$ cat src/hw/rtl/rle_pkg.sv
`timescale 1ns / 1ps
// ----------------------------------------------------------------------------
// rle_pkg: shared types and constants of the run-length scanline decoder
// Request payload types, divider status bundle and register indexes.
// ----------------------------------------------------------------------------
package rle_pkg;

    // Request payloads
    typedef struct packed {
        logic [7:0] data_byte;
        logic       line_start;
    } t_in_req;

    typedef struct packed {
        logic [7:0] pixel;
        logic [6:0] run_length;
        logic       line_end;
        logic       overrun;
    } t_out_req;

    // Divider status toward the decoder
    typedef struct packed {
        logic busy;
        logic done;
    } t_div_stat;

    // Configuration register indexes
    localparam logic [1:0] REG_PIXEL_MIN  = 2'd0;
    localparam logic [1:0] REG_PIXEL_MAX  = 2'd1;
    localparam logic [1:0] REG_LINE_WIDTH = 2'd2;

    localparam int unsigned CFG_W    = 16;
    localparam int unsigned DVD_W    = 16;
    localparam int unsigned CNT_W    = 17;

    localparam logic [7:0]       FULL_SCALE = 8'd255;
    localparam logic [CNT_W-1:0] PIXCNT_MAX = {CNT_W{1'b1}};

endpackage

$ cat src/hw/rtl/rle_scanline_decoder.sv
`timescale 1ns / 1ps
// ----------------------------------------------------------------------------
// rle_scanline_decoder: 8-bit run-length scanline decoder with rescaling
// Expands control/literal/repeat bytes into (pixel, run length) requests,
// rescales each pixel from pixel_min..pixel_max to 0..255, flags overrun.
// ----------------------------------------------------------------------------
//
//  Channel   Signals                                   Direction
//  -------   ---------------------------------------   ---------
//  input     i_in_valid / o_in_ready / i_in_data       in
//  output    o_out_valid / i_out_ready / o_out_data    out
//  config    i_cfg_we / i_cfg_idx / i_cfg_data         in
//
//  Flow: a control byte that makes no request leaves the input ready; a
//  byte that makes a request frees the input once the request moves on to
//  the output register. A pixel above pixel_min with a proper range first
//  goes through the bit-serial divider: load, divide, then quotient hand-off.
//  Reset: synchronous, active low; clears decode state and loads the
//  register defaults (min 0, max 255, width 65535).
//  Stalls: a finished request waits in the output register; the next byte
//  is still accepted and decoded while it waits, and holds in the pending
//  stage until the output register frees up.
// ----------------------------------------------------------------------------
module rle_scanline_decoder
    import rle_pkg::*;
(
    input  logic             i_clk,
    input  logic             i_rst_n,
    input  logic             i_in_valid,
    output logic             o_in_ready,
    input  t_in_req          i_in_data,
    output logic             o_out_valid,
    input  logic             i_out_ready,
    output t_out_req         o_out_data,
    input  logic             i_cfg_we,
    input  logic [1:0]       i_cfg_idx,
    input  logic [CFG_W-1:0] i_cfg_data
);

    // decode modes
    localparam logic [1:0] MODE_CONTROL = 2'd0;
    localparam logic [1:0] MODE_LITERAL = 2'd1;
    localparam logic [1:0] MODE_REPEAT  = 2'd2;
    localparam logic [1:0] MODE_DONE    = 2'd3;

    // configuration
    logic [7:0]       r_pix_min;
    logic [7:0]       r_pix_max;
    logic [15:0]      r_line_width;

    // decode state
    logic [1:0]       r_mode, n_mode;
    logic [6:0]       r_lit, n_lit;
    logic [6:0]       r_rep, n_rep;
    logic [CNT_W-1:0] r_pix_cnt, n_pix_cnt;

    // pending stage (waits on the divider and on the output register)
    logic             r_pend_valid, n_pend_valid;
    logic             r_pend_div, n_pend_div;
    t_out_req         r_pend, n_pend;

    // output register
    logic             r_out_valid, n_out_valid;
    t_out_req         r_out, n_out;

    // divider hookup
    logic             div_start;
    logic [DVD_W-1:0] div_dividend;
    logic [7:0]       div_divisor;
    t_div_stat        s_div;
    logic [7:0]       div_quot;

    logic             in_fire;
    logic [1:0]       eff_mode;
    logic [6:0]       eff_lit;
    logic [6:0]       eff_rep;
    logic [CNT_W-1:0] eff_cnt;
    logic [6:0]       ctl_cnt;
    logic [6:0]       pix_inc;
    logic [CNT_W:0]   cnt_sum;
    logic [CNT_W-1:0] cnt_new;
    logic [7:0]       diff_v;
    logic             range_ok;
    logic             above_min;
    logic             pend_move;

    assign in_fire    = i_in_valid && o_in_ready;
    assign o_in_ready = !r_pend_valid;

    // line_start clears the decoder before the byte is interpreted
    assign eff_mode = i_in_data.line_start ? MODE_CONTROL : r_mode;
    assign eff_lit  = i_in_data.line_start ? 7'd0 : r_lit;
    assign eff_rep  = i_in_data.line_start ? 7'd0 : r_rep;
    assign eff_cnt  = i_in_data.line_start ? {CNT_W{1'b0}} : r_pix_cnt;
    assign ctl_cnt  = i_in_data.data_byte[6:0];

    // pixels added by this byte: one for a literal, the run for a repeat
    assign pix_inc  = (eff_mode == MODE_REPEAT) ? eff_rep : 7'd1;
    assign cnt_sum  = {1'b0, eff_cnt} + {{(CNT_W - 6){1'b0}}, pix_inc};
    assign cnt_new  = cnt_sum[CNT_W] ? PIXCNT_MAX : cnt_sum[CNT_W-1:0];

    // rescale setup: numerator (v - min) * 255, divisor max - min
    assign range_ok     = r_pix_min < r_pix_max;
    assign above_min    = i_in_data.data_byte > r_pix_min;
    assign diff_v       = i_in_data.data_byte - r_pix_min;
    assign div_dividend = {diff_v, 8'd0} - {8'd0, diff_v};
    assign div_divisor  = r_pix_max - r_pix_min;

    assign pend_move = r_pend_valid && !r_pend_div && (!r_out_valid || i_out_ready);

    always_comb begin
        n_mode       = r_mode;
        n_lit        = r_lit;
        n_rep        = r_rep;
        n_pix_cnt    = r_pix_cnt;
        n_pend_valid = r_pend_valid;
        n_pend_div   = r_pend_div;
        n_pend       = r_pend;
        div_start    = 1'b0;

        // divider finished: drop the quotient into the pending request
        if (r_pend_div && s_div.done) begin
            n_pend.pixel = div_quot;
            n_pend_div   = 1'b0;
        end
        if (pend_move) begin
            n_pend_valid = 1'b0;
        end

        if (in_fire) begin
            n_mode    = eff_mode;
            n_lit     = eff_lit;
            n_rep     = eff_rep;
            n_pix_cnt = eff_cnt;
            case (eff_mode)
                MODE_CONTROL: begin
                    if (ctl_cnt == 7'd0) begin
                        n_mode              = MODE_DONE;
                        n_pend_valid        = 1'b1;
                        n_pend_div          = 1'b0;
                        n_pend.pixel        = 8'd0;
                        n_pend.run_length   = 7'd0;
                        n_pend.line_end     = 1'b1;
                        n_pend.overrun      = eff_cnt > {1'b0, r_line_width};
                    end else if (i_in_data.data_byte[7]) begin
                        n_lit  = ctl_cnt;
                        n_mode = MODE_LITERAL;
                    end else begin
                        n_rep  = ctl_cnt;
                        n_mode = MODE_REPEAT;
                    end
                end
                MODE_LITERAL, MODE_REPEAT: begin
                    n_pix_cnt         = cnt_new;
                    n_pend_valid      = 1'b1;
                    n_pend.line_end   = 1'b0;
                    n_pend.overrun    = cnt_new > {1'b0, r_line_width};
                    if (eff_mode == MODE_LITERAL) begin
                        n_lit             = eff_lit - 7'd1;
                        n_pend.run_length = 7'd1;
                        if (eff_lit == 7'd1) begin
                            n_mode = MODE_CONTROL;
                        end
                    end else begin
                        n_rep             = 7'd0;
                        n_pend.run_length = eff_rep;
                        n_mode            = MODE_CONTROL;
                    end
                    // hold for the divider only with a proper range above min
                    if (range_ok && above_min) begin
                        div_start    = 1'b1;
                        n_pend_div   = 1'b1;
                        n_pend.pixel = 8'd0;
                    end else begin
                        n_pend_div   = 1'b0;
                        n_pend.pixel = above_min ? FULL_SCALE : 8'd0;
                    end
                end
                default: begin
                    // line already ended: ignore bytes until line_start
                end
            endcase
        end
    end

    always_comb begin
        n_out_valid = r_out_valid;
        n_out       = r_out;
        if (r_out_valid && i_out_ready) begin
            n_out_valid = 1'b0;
        end
        if (pend_move) begin
            n_out_valid = 1'b1;
            n_out       = r_pend;
        end
    end

    always_ff @(posedge i_clk) begin
        if (!i_rst_n) begin
            r_pix_min    <= 8'd0;
            r_pix_max    <= 8'd255;
            r_line_width <= 16'hffff;
            r_mode       <= MODE_CONTROL;
            r_lit        <= 7'd0;
            r_rep        <= 7'd0;
            r_pix_cnt    <= {CNT_W{1'b0}};
            r_pend_valid <= 1'b0;
            r_pend_div   <= 1'b0;
            r_out_valid  <= 1'b0;
        end else begin
            if (i_cfg_we) begin
                case (i_cfg_idx)
                    REG_PIXEL_MIN:  r_pix_min    <= i_cfg_data[7:0];
                    REG_PIXEL_MAX:  r_pix_max    <= i_cfg_data[7:0];
                    REG_LINE_WIDTH: r_line_width <= i_cfg_data[15:0];
                    default: begin
                        // no register at this index
                    end
                endcase
            end
            r_mode       <= n_mode;
            r_lit        <= n_lit;
            r_rep        <= n_rep;
            r_pix_cnt    <= n_pix_cnt;
            r_pend_valid <= n_pend_valid;
            r_pend_div   <= n_pend_div;
            r_out_valid  <= n_out_valid;
        end
        r_pend <= n_pend;
        r_out  <= n_out;
    end

    rle_div u_div (
        .i_clk      (i_clk),
        .i_rst_n    (i_rst_n),
        .i_start    (div_start),
        .i_dividend (div_dividend),
        .i_divisor  (div_divisor),
        .o_stat     (s_div),
        .o_quot     (div_quot)
    );

    assign o_out_valid = r_out_valid;
    assign o_out_data  = r_out;

    // a request waiting on a quotient always has the divider working on it
    a_pend_has_div: assert property (@(posedge i_clk) disable iff (!i_rst_n)
        r_pend_valid && r_pend_div |-> s_div.busy || s_div.done)
        else $error("pending request waits on an idle divider");

    // the divider is never restarted while it works
    a_no_restart: assert property (@(posedge i_clk) disable iff (!i_rst_n)
        div_start |-> !s_div.busy && !r_pend_valid)
        else $error("divider started while busy");

    // a line end request carries no pixel and no run
    a_line_end_form: assert property (@(posedge i_clk) disable iff (!i_rst_n)
        o_out_valid && o_out_data.line_end |->
            o_out_data.pixel == 8'd0 && o_out_data.run_length == 7'd0)
        else $error("line end request with pixel data");

    // a pixel request always has a nonzero run
    a_pixel_run: assert property (@(posedge i_clk) disable iff (!i_rst_n)
        o_out_valid && !o_out_data.line_end |-> o_out_data.run_length != 7'd0)
        else $error("pixel request with empty run");

endmodule

$ cat src/hw/rtl/rle_div.sv
`timescale 1ns / 1ps
// ----------------------------------------------------------------------------
// rle_div: radix-2 restoring divider, 16-bit dividend by 8-bit divisor
// Shifts one quotient bit per cycle; result saturates to 8 bits.
// ----------------------------------------------------------------------------
module rle_div
    import rle_pkg::*;
(
    input  logic             i_clk,
    input  logic             i_rst_n,
    input  logic             i_start,
    input  logic [DVD_W-1:0] i_dividend,
    input  logic [7:0]       i_divisor,
    output t_div_stat        o_stat,
    output logic [7:0]       o_quot
);

    logic             r_busy, n_busy;
    logic             r_done, n_done;
    logic [3:0]       r_cnt, n_cnt;
    logic [DVD_W-1:0] r_dvd, n_dvd;
    logic [7:0]       r_rem, n_rem;
    logic [7:0]       r_dvs, n_dvs;
    logic [8:0]       trial;
    logic [8:0]       diff;
    logic             ge;

    assign trial = {r_rem, r_dvd[DVD_W-1]};
    assign ge    = trial >= {1'b0, r_dvs};
    assign diff  = trial - {1'b0, r_dvs};

    always_comb begin
        n_busy = r_busy;
        n_done = 1'b0;
        n_cnt  = r_cnt;
        n_dvd  = r_dvd;
        n_rem  = r_rem;
        n_dvs  = r_dvs;
        if (i_start) begin
            n_busy = 1'b1;
            n_cnt  = 4'd0;
            n_dvd  = i_dividend;
            n_rem  = 8'd0;
            n_dvs  = i_divisor;
        end else if (r_busy) begin
            // shift in the next dividend bit, subtract when it fits
            n_rem = ge ? diff[7:0] : trial[7:0];
            n_dvd = {r_dvd[DVD_W-2:0], ge};
            n_cnt = r_cnt + 4'd1;
            if (r_cnt == 4'd15) begin
                n_busy = 1'b0;
                n_done = 1'b1;
            end
        end
    end

    always_ff @(posedge i_clk) begin
        if (!i_rst_n) begin
            r_busy <= 1'b0;
            r_done <= 1'b0;
            r_cnt  <= 4'd0;
        end else begin
            r_busy <= n_busy;
            r_done <= n_done;
            r_cnt  <= n_cnt;
        end
        r_dvd <= n_dvd;
        r_rem <= n_rem;
        r_dvs <= n_dvs;
    end

    // quotient above 255 saturates
    assign o_quot      = (|r_dvd[DVD_W-1:8]) ? FULL_SCALE : r_dvd[7:0];
    assign o_stat.busy = r_busy;
    assign o_stat.done = r_done;

endmodule

$ cat config.mk
export PLATFORM = sky130hd
export DESIGN_NAME = rle_scanline_decoder
export DESIGN_NICKNAME = d
export VERILOG_FILES = /design/src/hw/rtl/rle_pkg.sv /design/src/hw/rtl/rle_scanline_decoder.sv /design/src/hw/rtl/rle_div.sv
export SDC_FILE = /design/constraint.sdc
export NUM_CORES = 1
export LEC_CHECK = 0
export BUFFER_PORTS_ARGS = -buffer_cell sky130_fd_sc_hd__buf_2
export CAP_MARGIN = 25
export CORE_ASPECT_RATIO = 0.8
export CORE_MARGIN = 2
export CORE_UTILIZATION = 60
export CTS_BUF_LIST = sky130_fd_sc_hd__clkbuf_8
export DETAILED_ROUTE_END_ITERATION = 8
export PLACE_DENSITY_LB_ADDON = 0.08
export SLEW_MARGIN = 20
export SYNTH_ARGS = -nofsm -noshare
export SYNTH_HDL_FRONTEND = slang
export SYNTH_SLANG_ARGS = --single-unit
$ cat constraint.sdc
create_clock -name i_clk -period 12.11 [get_ports i_clk]
set_clock_uncertainty 0.1 [all_clocks]
set_input_delay 0 -clock i_clk [delete_from_list [all_inputs] [get_ports i_clk]]
set_output_delay 0 -clock i_clk [all_outputs]
set_load 0.005 [all_outputs]
* Word level (Yosys, flattened, before mapping)
Index checks and enable logic that the tools add are counted.
** Storage, ports and cells
- Output and inout bits :: 19
- Flip-flop bits (word level) :: 140
- Bits in read-only memories :: 0
- Memories :: 0
- Bits in latches :: 0
- Bits in writable memories :: 0
- Bits of input ports :: 32
** Cells by class
- Shift operators :: 0
- Eq/ne operators :: 7
- Bitwise operators :: 2
- $lt $le $gt $ge :: 5
- Multipliers :: 0
- Reduce and logical (&&, ||, !) cells :: 24
- Div/mod/pow operators :: 0
- Muxes and demuxes :: 48
- Add/subtract/negate cells :: 7
** Operators with widths (number)
- two-way mux 17 bit :: 5
- two-way mux 7 bit :: 10
- two-way mux 8 bit :: 5
- > comparator 17 x 16 -> 1 bit :: 2
- one-hot mux 17 bit (2 select lines) :: 1
- two-way mux 16 bit :: 2
- one-hot mux 7 bit (2 select lines) :: 2
- subtractor 8 bit :: 3
- adder 17 x 7 -> 18 bit :: 1
- subtractor 16 x 8 -> 16 bit :: 1
- two-way mux 1 bit :: 15
- two-way mux 2 bit :: 5
- greater-or-equal comparator 9 x 8 -> 1 bit :: 1
- > comparator 8 bit :: 1
- less-than comparator 8 bit :: 1
- OR reduction 8 bit :: 1
- == test 7 x 1 -> 1 bit (second input constant) :: 1
- logical NOT 7 bit :: 1
- subtractor 7 x 1 -> 7 bit (second input constant) :: 1
- logical AND 1 bit :: 6
- AND reduction 2 bit :: 3
- nonzero test 2 bit :: 3
- adder 4 x 1 -> 4 bit (second input constant) :: 1
- == test 2 x 1 -> 1 bit (second input constant) :: 2
- other kinds (12) :: 19

* Longest topological paths before layout
- Word-level depth :: 8
- Gate-level depth with buffers :: 25

* Modules after synthesis
A second synthesis with hierarchy kept.
** Unflattened totals
- Cell total of the unflattened synthesis :: 997
- Area, all modules :: 8839.7 um^2
** By module, submodules not included
- rle_scanline_decoder :: sequential area each 2302.2 um^2, cells an instance 805, area an instance 6764.0 um^2, instances 1
- rle_div :: sequential area each 1001.0 um^2, cells an instance 192, area an instance 2075.7 um^2, instances 1

* Worst setup path before layout
Ideal clock, no wire load.
- Path type :: in2reg
- Start point :: in i_in_data[0] in the netlist's numbering
- End point :: reg r_pend[0] in the netlist's numbering (data pin)
- Required time :: 11.747 ns
- Arrival time :: 3.820 ns
- Stages :: 21
- Buffers on the path :: 3
- Path slack :: 7.927 ns
- Cell sequence :: buf_2 -> buf_1 -> buf_1 -> nor2b_1 -> inv_1 -> ha_1 -> and2_1 -> inv_1 -> fa_1 -> nor2b_1 -> o21a_1 -> o21ai_1 -> a211oi_1 -> xnor2_1 -> nand2_1 -> ha_1 -> nand4_1 -> nor4_1 -> nor2_1 -> a32oi_1 -> o31ai_1
** On the way
- Longest elaborated chain between the ends :: 7
** RTL lines
- from (decl) :: RTL line rle_scanline_decoder.sv:31 : input t_in_req i_in_data,
- two-way mux 2 bit :: RTL line rle_scanline_decoder.sv:91 : assign eff_mode = i_in_data.line_start ? MODE_CONTROL : r_mode;
- == test 2 bit :: RTL line rle_scanline_decoder.sv:98, rle_scanline_decoder.sv:135
- two-way mux 7 bit :: RTL line rle_scanline_decoder.sv:98 : assign pix_inc = (eff_mode == MODE_REPEAT) ? eff_rep : 7'd1;
- adder 17 x 7 -> 18 bit :: RTL line rle_scanline_decoder.sv:99 : assign cnt_sum = {1'b0, eff_cnt} + {{(CNT_W - 6){1'b0}}, pix_inc};
- two-way mux 17 bit :: RTL line rle_scanline_decoder.sv:100 : assign cnt_new = cnt_sum[CNT_W] ? PIXCNT_MAX : cnt_sum[CNT_W-1:0];
- > comparator 17 x 16 -> 1 bit :: RTL line rle_scanline_decoder.sv:157 : n_pend.overrun = cnt_new > {1'b0, r_line_width};
- one-hot mux 17 bit (2 select lines) (*) :: RTL line rle_scanline_decoder.sv:135 : case (eff_mode)
- to (signal assigned) :: RTL line rle_scanline_decoder.sv:229 : r_pend <= n_pend;
- to (decl) :: RTL line rle_scanline_decoder.sv:60 : t_out_req r_pend, n_pend;
Mark *: on every way between the ends. The rest lies on a longest branch, timed or not. The select of a mux whose other input is x is not followed.
A chain may end at the register's enable or synchronous reset.

* Final worst setup path
- Start point :: reg r_mode[0]
- End point :: reg r_pend[0] in the netlist's numbering (data pin)
** On the way
- Longest elaborated chain between the ends :: 7
** RTL lines
- from (decl) :: RTL line rle_scanline_decoder.sv:52 : logic [1:0] r_mode, n_mode;
- from (signal assigned) :: RTL line rle_scanline_decoder.sv:221 : r_mode <= n_mode;
- two-way mux 2 bit (*) :: RTL line rle_scanline_decoder.sv:91
- == test 2 bit :: RTL line rle_scanline_decoder.sv:98, rle_scanline_decoder.sv:135
- two-way mux 7 bit :: RTL line rle_scanline_decoder.sv:98
- adder 17 x 7 -> 18 bit :: RTL line rle_scanline_decoder.sv:99
- two-way mux 17 bit :: RTL line rle_scanline_decoder.sv:100
- > comparator 17 x 16 -> 1 bit :: RTL line rle_scanline_decoder.sv:157
- one-hot mux 17 bit (2 select lines) (*) :: RTL line rle_scanline_decoder.sv:135
Mark *: on every way between the ends. The rest lies on a longest branch, timed or not.

==> summary.txt <==
Timing
  – Rel. slew slack: 0.3048
  – Fin. Hold Viols: 0
  – Final setup fails: 0
  – F_max: approximately 220 MHz
  – Final Max Tran Viols: 0
  – Fin crit period: ~4.6 ns
  – Fin crit share: 0.3781
  – Setup tns final: 0 ns
  – Least-Margin Pin Slew: between 1 and 1.5 ns
  – RSZ-0062 raised after global routing: no

GRT
  – First-pass GRT wire length: about 36000 um
  – GRT overflow: 0
  – GR Layer Usage met3: 0.07225
  – Largest net degree at the start of global routing: 70
  – Gr usage total: 0.3100
  – GR Util met1: 0.4416
  – GRT Max-Usage Layer: met2
  – GR Layer Usage met2: 0.4764
  – Initial antenna violation count: 0
  – Vias in the first global route: around 7000

Logic synthesis
  – Synth warn: 0
  – Synthesized Nets: about 1000
  – Sequential share of the synthesized area: 0.3905
  – Fraction of registers with async set/reset: 0
  – Mapped Area: 8458 sq um
  – Synth Register Bits: 140
  – Top_reg_cell synth: dfxtp_1
  – Cell count after synthesis: between 900 and 1000
  – Synth cell types: between 70 and 80
  – EDFF count, synth: 50
  – Synthesized area per cell: approximately 9 sq um

Critical path
  – Critical path's slowest cell: a211oi_1
  – CP Class: reg2reg
  – Crit path max-delay family: compound AO/OA/AOI/OAI gates
  – Critical-path maximum fanout: 7
  – Cell repeated most along the worst path: ha_1
  – R2R setup slack: 7.53 ns
  – Type of origin of the critical path: flop
  – CP arrival: around 4.7 ns
  – CP max stage delay: around 0.58 ns
  – CP Cell Sequence: nor2b_1 > inv_1 > ha_1 > nand2b_1 > ha_1 > inv_1 > fa_1 > nor2b_1 > o21a_1 > o21ai_1 > a211oi_1 > and3_1 > a21oi_1 > o21ai_0 > ha_1 > o21ai_0 > nand2b_1 > a21oi_1 > nor2_1 > a32oi_1 > o31ai_1
  – CP Capture Type: flop
  – Worst path bufs/invs: 2
  – Worst path required time: 12.22 ns

CTS
  – CTS Root Cell: clkbuf_8
  – Worst-path clk slew: around 0.080 ns
  – CTS buffer count: 17
  – Clock tree buffer depth: 2
  – CTS tree: yes
  – CTS Sinks: 140
  – H-tree levels: 4
  – Clk_lat worst skew: 0.47 ns

Final layout
  – Most frequent cells in the layout: 90 x dfxtp_1, 81 x nand2_1, 71 x ha_1
  – Sequential standard cell area: around 3300 sq um
  – Diode count: 0
  – Most common cell after layout, fill and taps aside: dfxtp_1
  – Multi-input logic area: between 4000 and 5000 sq um
  – Post-Route Utilization: 0.7030
  – Share of cells above drive strength 1: 0.1076
  – Post-Layout Cell Count: 1202
  – Area grow syn2layout: 13.42%
  – Final layout net count: between 1000 and 1500
  – Filler cells: between 1000 and 1500

Power
  – Peak supply drop: around 0.00014 V
  – PD cells: between 100 and 150 nW/um^2
  – Combinational share of power: 0.231
  – Sw Pwr: around 370 uW
  – Sw Ratio: 0.3073
  – Sequential power share: 0.454
  – Internal power: between 800 and 900 uW
  – Clock power share: 0.315
  – Leak Pwr: just over 0.004 uW

Floorplan
  – I/O pin total: 51
  – Cell Rows: 38
  – Core Area: about 14000 sq um
  – Die extent in y: roughly 110 um
  – Starting Density: 0.6198
  – Die width: between 100 and 150 um
  – DIE AREA: about 15000 sq um

Placement
  – GP Congestion: between 0.9 and 1
  – Hpwl dp: ~16000 um
  – Placed Cells: between 1000 and 1500
  – Number of port buffers: 50

Detailed routing
  – Via/cell ratio: around 6.2
  – Wire per inst: roughly 19 um
  – Vias: around 7400
  – DRT Pass-1 Iters: 5
  – Initial detailed-routing violation count: around 730
  – Final wirelength: roughly 22000 um
  – Residual DRC: 0
  – Final ANT Viol Nets: 0

Worst hold path
  – Hold Crit Class: in2reg

Status
  – Status: complete, no violations

Run
  – Number of max-cap violations: 0
path summary, 6_finish.rpt:
| check | startpoint | to | depth (start not counted) |
|---|---|---|---|
| min | i_in_valid | r_lit[5] | 4 |
| max reg2reg | r_mode[0] | r_pend[0] | 21 |
| min reg2reg | r_pend[7] | o_out_data[7] | 0 |
| max | r_mode[0] | r_pend[0] | 21 |
kinds of logic (layout without fill, tap and decap cells):
logic type                 Yosys count  in the layout  synth area share
adders and majority gates           75             75            0.1145
and+or+nand+nor                    326            326            0.2009
DFF                                140            140            0.3905
buffers and inverters               99            185           0.04541
xor gates and xnor gates            23             23           0.02604
muxes                               11             11           0.01376
AOI/OAI and AO/OA                  262            262            0.2089
synthesized netlist by cell type, types with 6 or more instances:
cell | n | area [sq um]
a211oi_1 | 7 | 52.55
a21boi_1 | 8 | 60.06
a21o_1 | 16 | 120.1
a21oi_1 | 45 | 225.2
a22oi_1 | 7 | 52.55
a31oi_1 | 11 | 68.82
and2_1 | 16 | 100.1
and3_1 | 10 | 62.56
buf_2 | 7 | 35.03
clkbuf_1 | 25 | 93.84
dfxtp_1 | 90 | 1802
edfxtp_1 | 50 | 1501
ha_1 | 71 | 888.4
inv_1 | 60 | 225.2
mux2i_1 | 6 | 60.06
nand2_1 | 81 | 304.0
nand2b_1 | 13 | 81.33
nand3_1 | 22 | 110.1
nand4_1 | 13 | 81.33
nor2_1 | 66 | 247.7
nor2b_1 | 51 | 319.1
nor3_1 | 12 | 60.06
nor3b_1 | 13 | 97.59
nor4_1 | 7 | 43.79
o211ai_1 | 23 | 172.7
o21a_1 | 16 | 120.1
o21ai_0 | 32 | 160.2
o21ai_1 | 35 | 175.2
o22ai_1 | 11 | 68.82
xnor2_1 | 12 | 105.1
xor2_1 | 10 | 87.58
tightest hold or removal path, delay by kind of cell:
family | cells | cell delay (ns)
and+or+nand+nor | 1 | 0.13
buffers and inverters | 2 | 0.32
AOI/OAI and AO/OA | 1 | 0.11
metrics by stage:
step / power, uW / worst slack [ns] / instance area [sq um] / hold WS [ns]
after floorplan: 748.0 / 7.927 / 8458 / 0.02397
after global placement: 795.3 / 7.450 / 8838 / 0.1234
after detailed placement: 815.0 / 7.263 / 8861 / 0.1291
after CTS: 1198 / 7.560 / 9578 / 0.01714
after global routing: 1257 / 7.196 / 9593 / 0.06390
final: 1200 / 7.532 / 9593 / 0.04746
registers in the layout, summed over array words and instances (netlist names):
| name | flops |
|---|---|
| o_out_data | 17 |
| r_pend | 17 |
| r_pix_cnt | 17 |
| r_line_width | 16 |
| u_div.r_dvd | 16 |
| r_pix_max | 8 |
| r_pix_min | 8 |
| u_div.r_dvs | 8 |
| u_div.r_rem | 8 |
| r_lit | 7 |
| r_rep | 7 |
| u_div.r_cnt | 4 |
| r_mode | 2 |
| o_out_valid | 1 |
| r_pend_div | 1 |
| r_pend_valid | 1 |
| u_div.r_busy | 1 |
| u_div.r_done | 1 |
layer usage:
metal / up-vias / share of wire
li1: 3551 / -
met1: 3543 / 0.47
met2: 293 / 0.43
met3: 36 / 0.077
met4: 0 / 0.015
met5: - / 0
power groups by stage:
stage               registers, uW  logic [uW]  clock network (uW)
floorplan                     547         201                   0
detailed placement            554         261                   0
global placement              552         243                   0
CTS                           544         272                 382
finish                        545         277                 379
global route                  548         307                 402
what timing repair did:
item / CTS / global route
endpoints found under the hold margin: 43 / 0
resized for setup: 0 / 0
buffers inserted: 0 / 0
hold buffers: 33 / 0
final cells by class:
type / count / area share
clock inverter: 13 / 0.01304
tap: 180 / 0.02348
multi-input combinational: 697 / 0.4997
inverter: 62 / 0.02426
clock buffer: 19 / 0.02726
timing repair buffer: 91 / 0.06795
sequential: 140 / 0.3443
No activity file was read; power rests on OpenSTA's default activity.
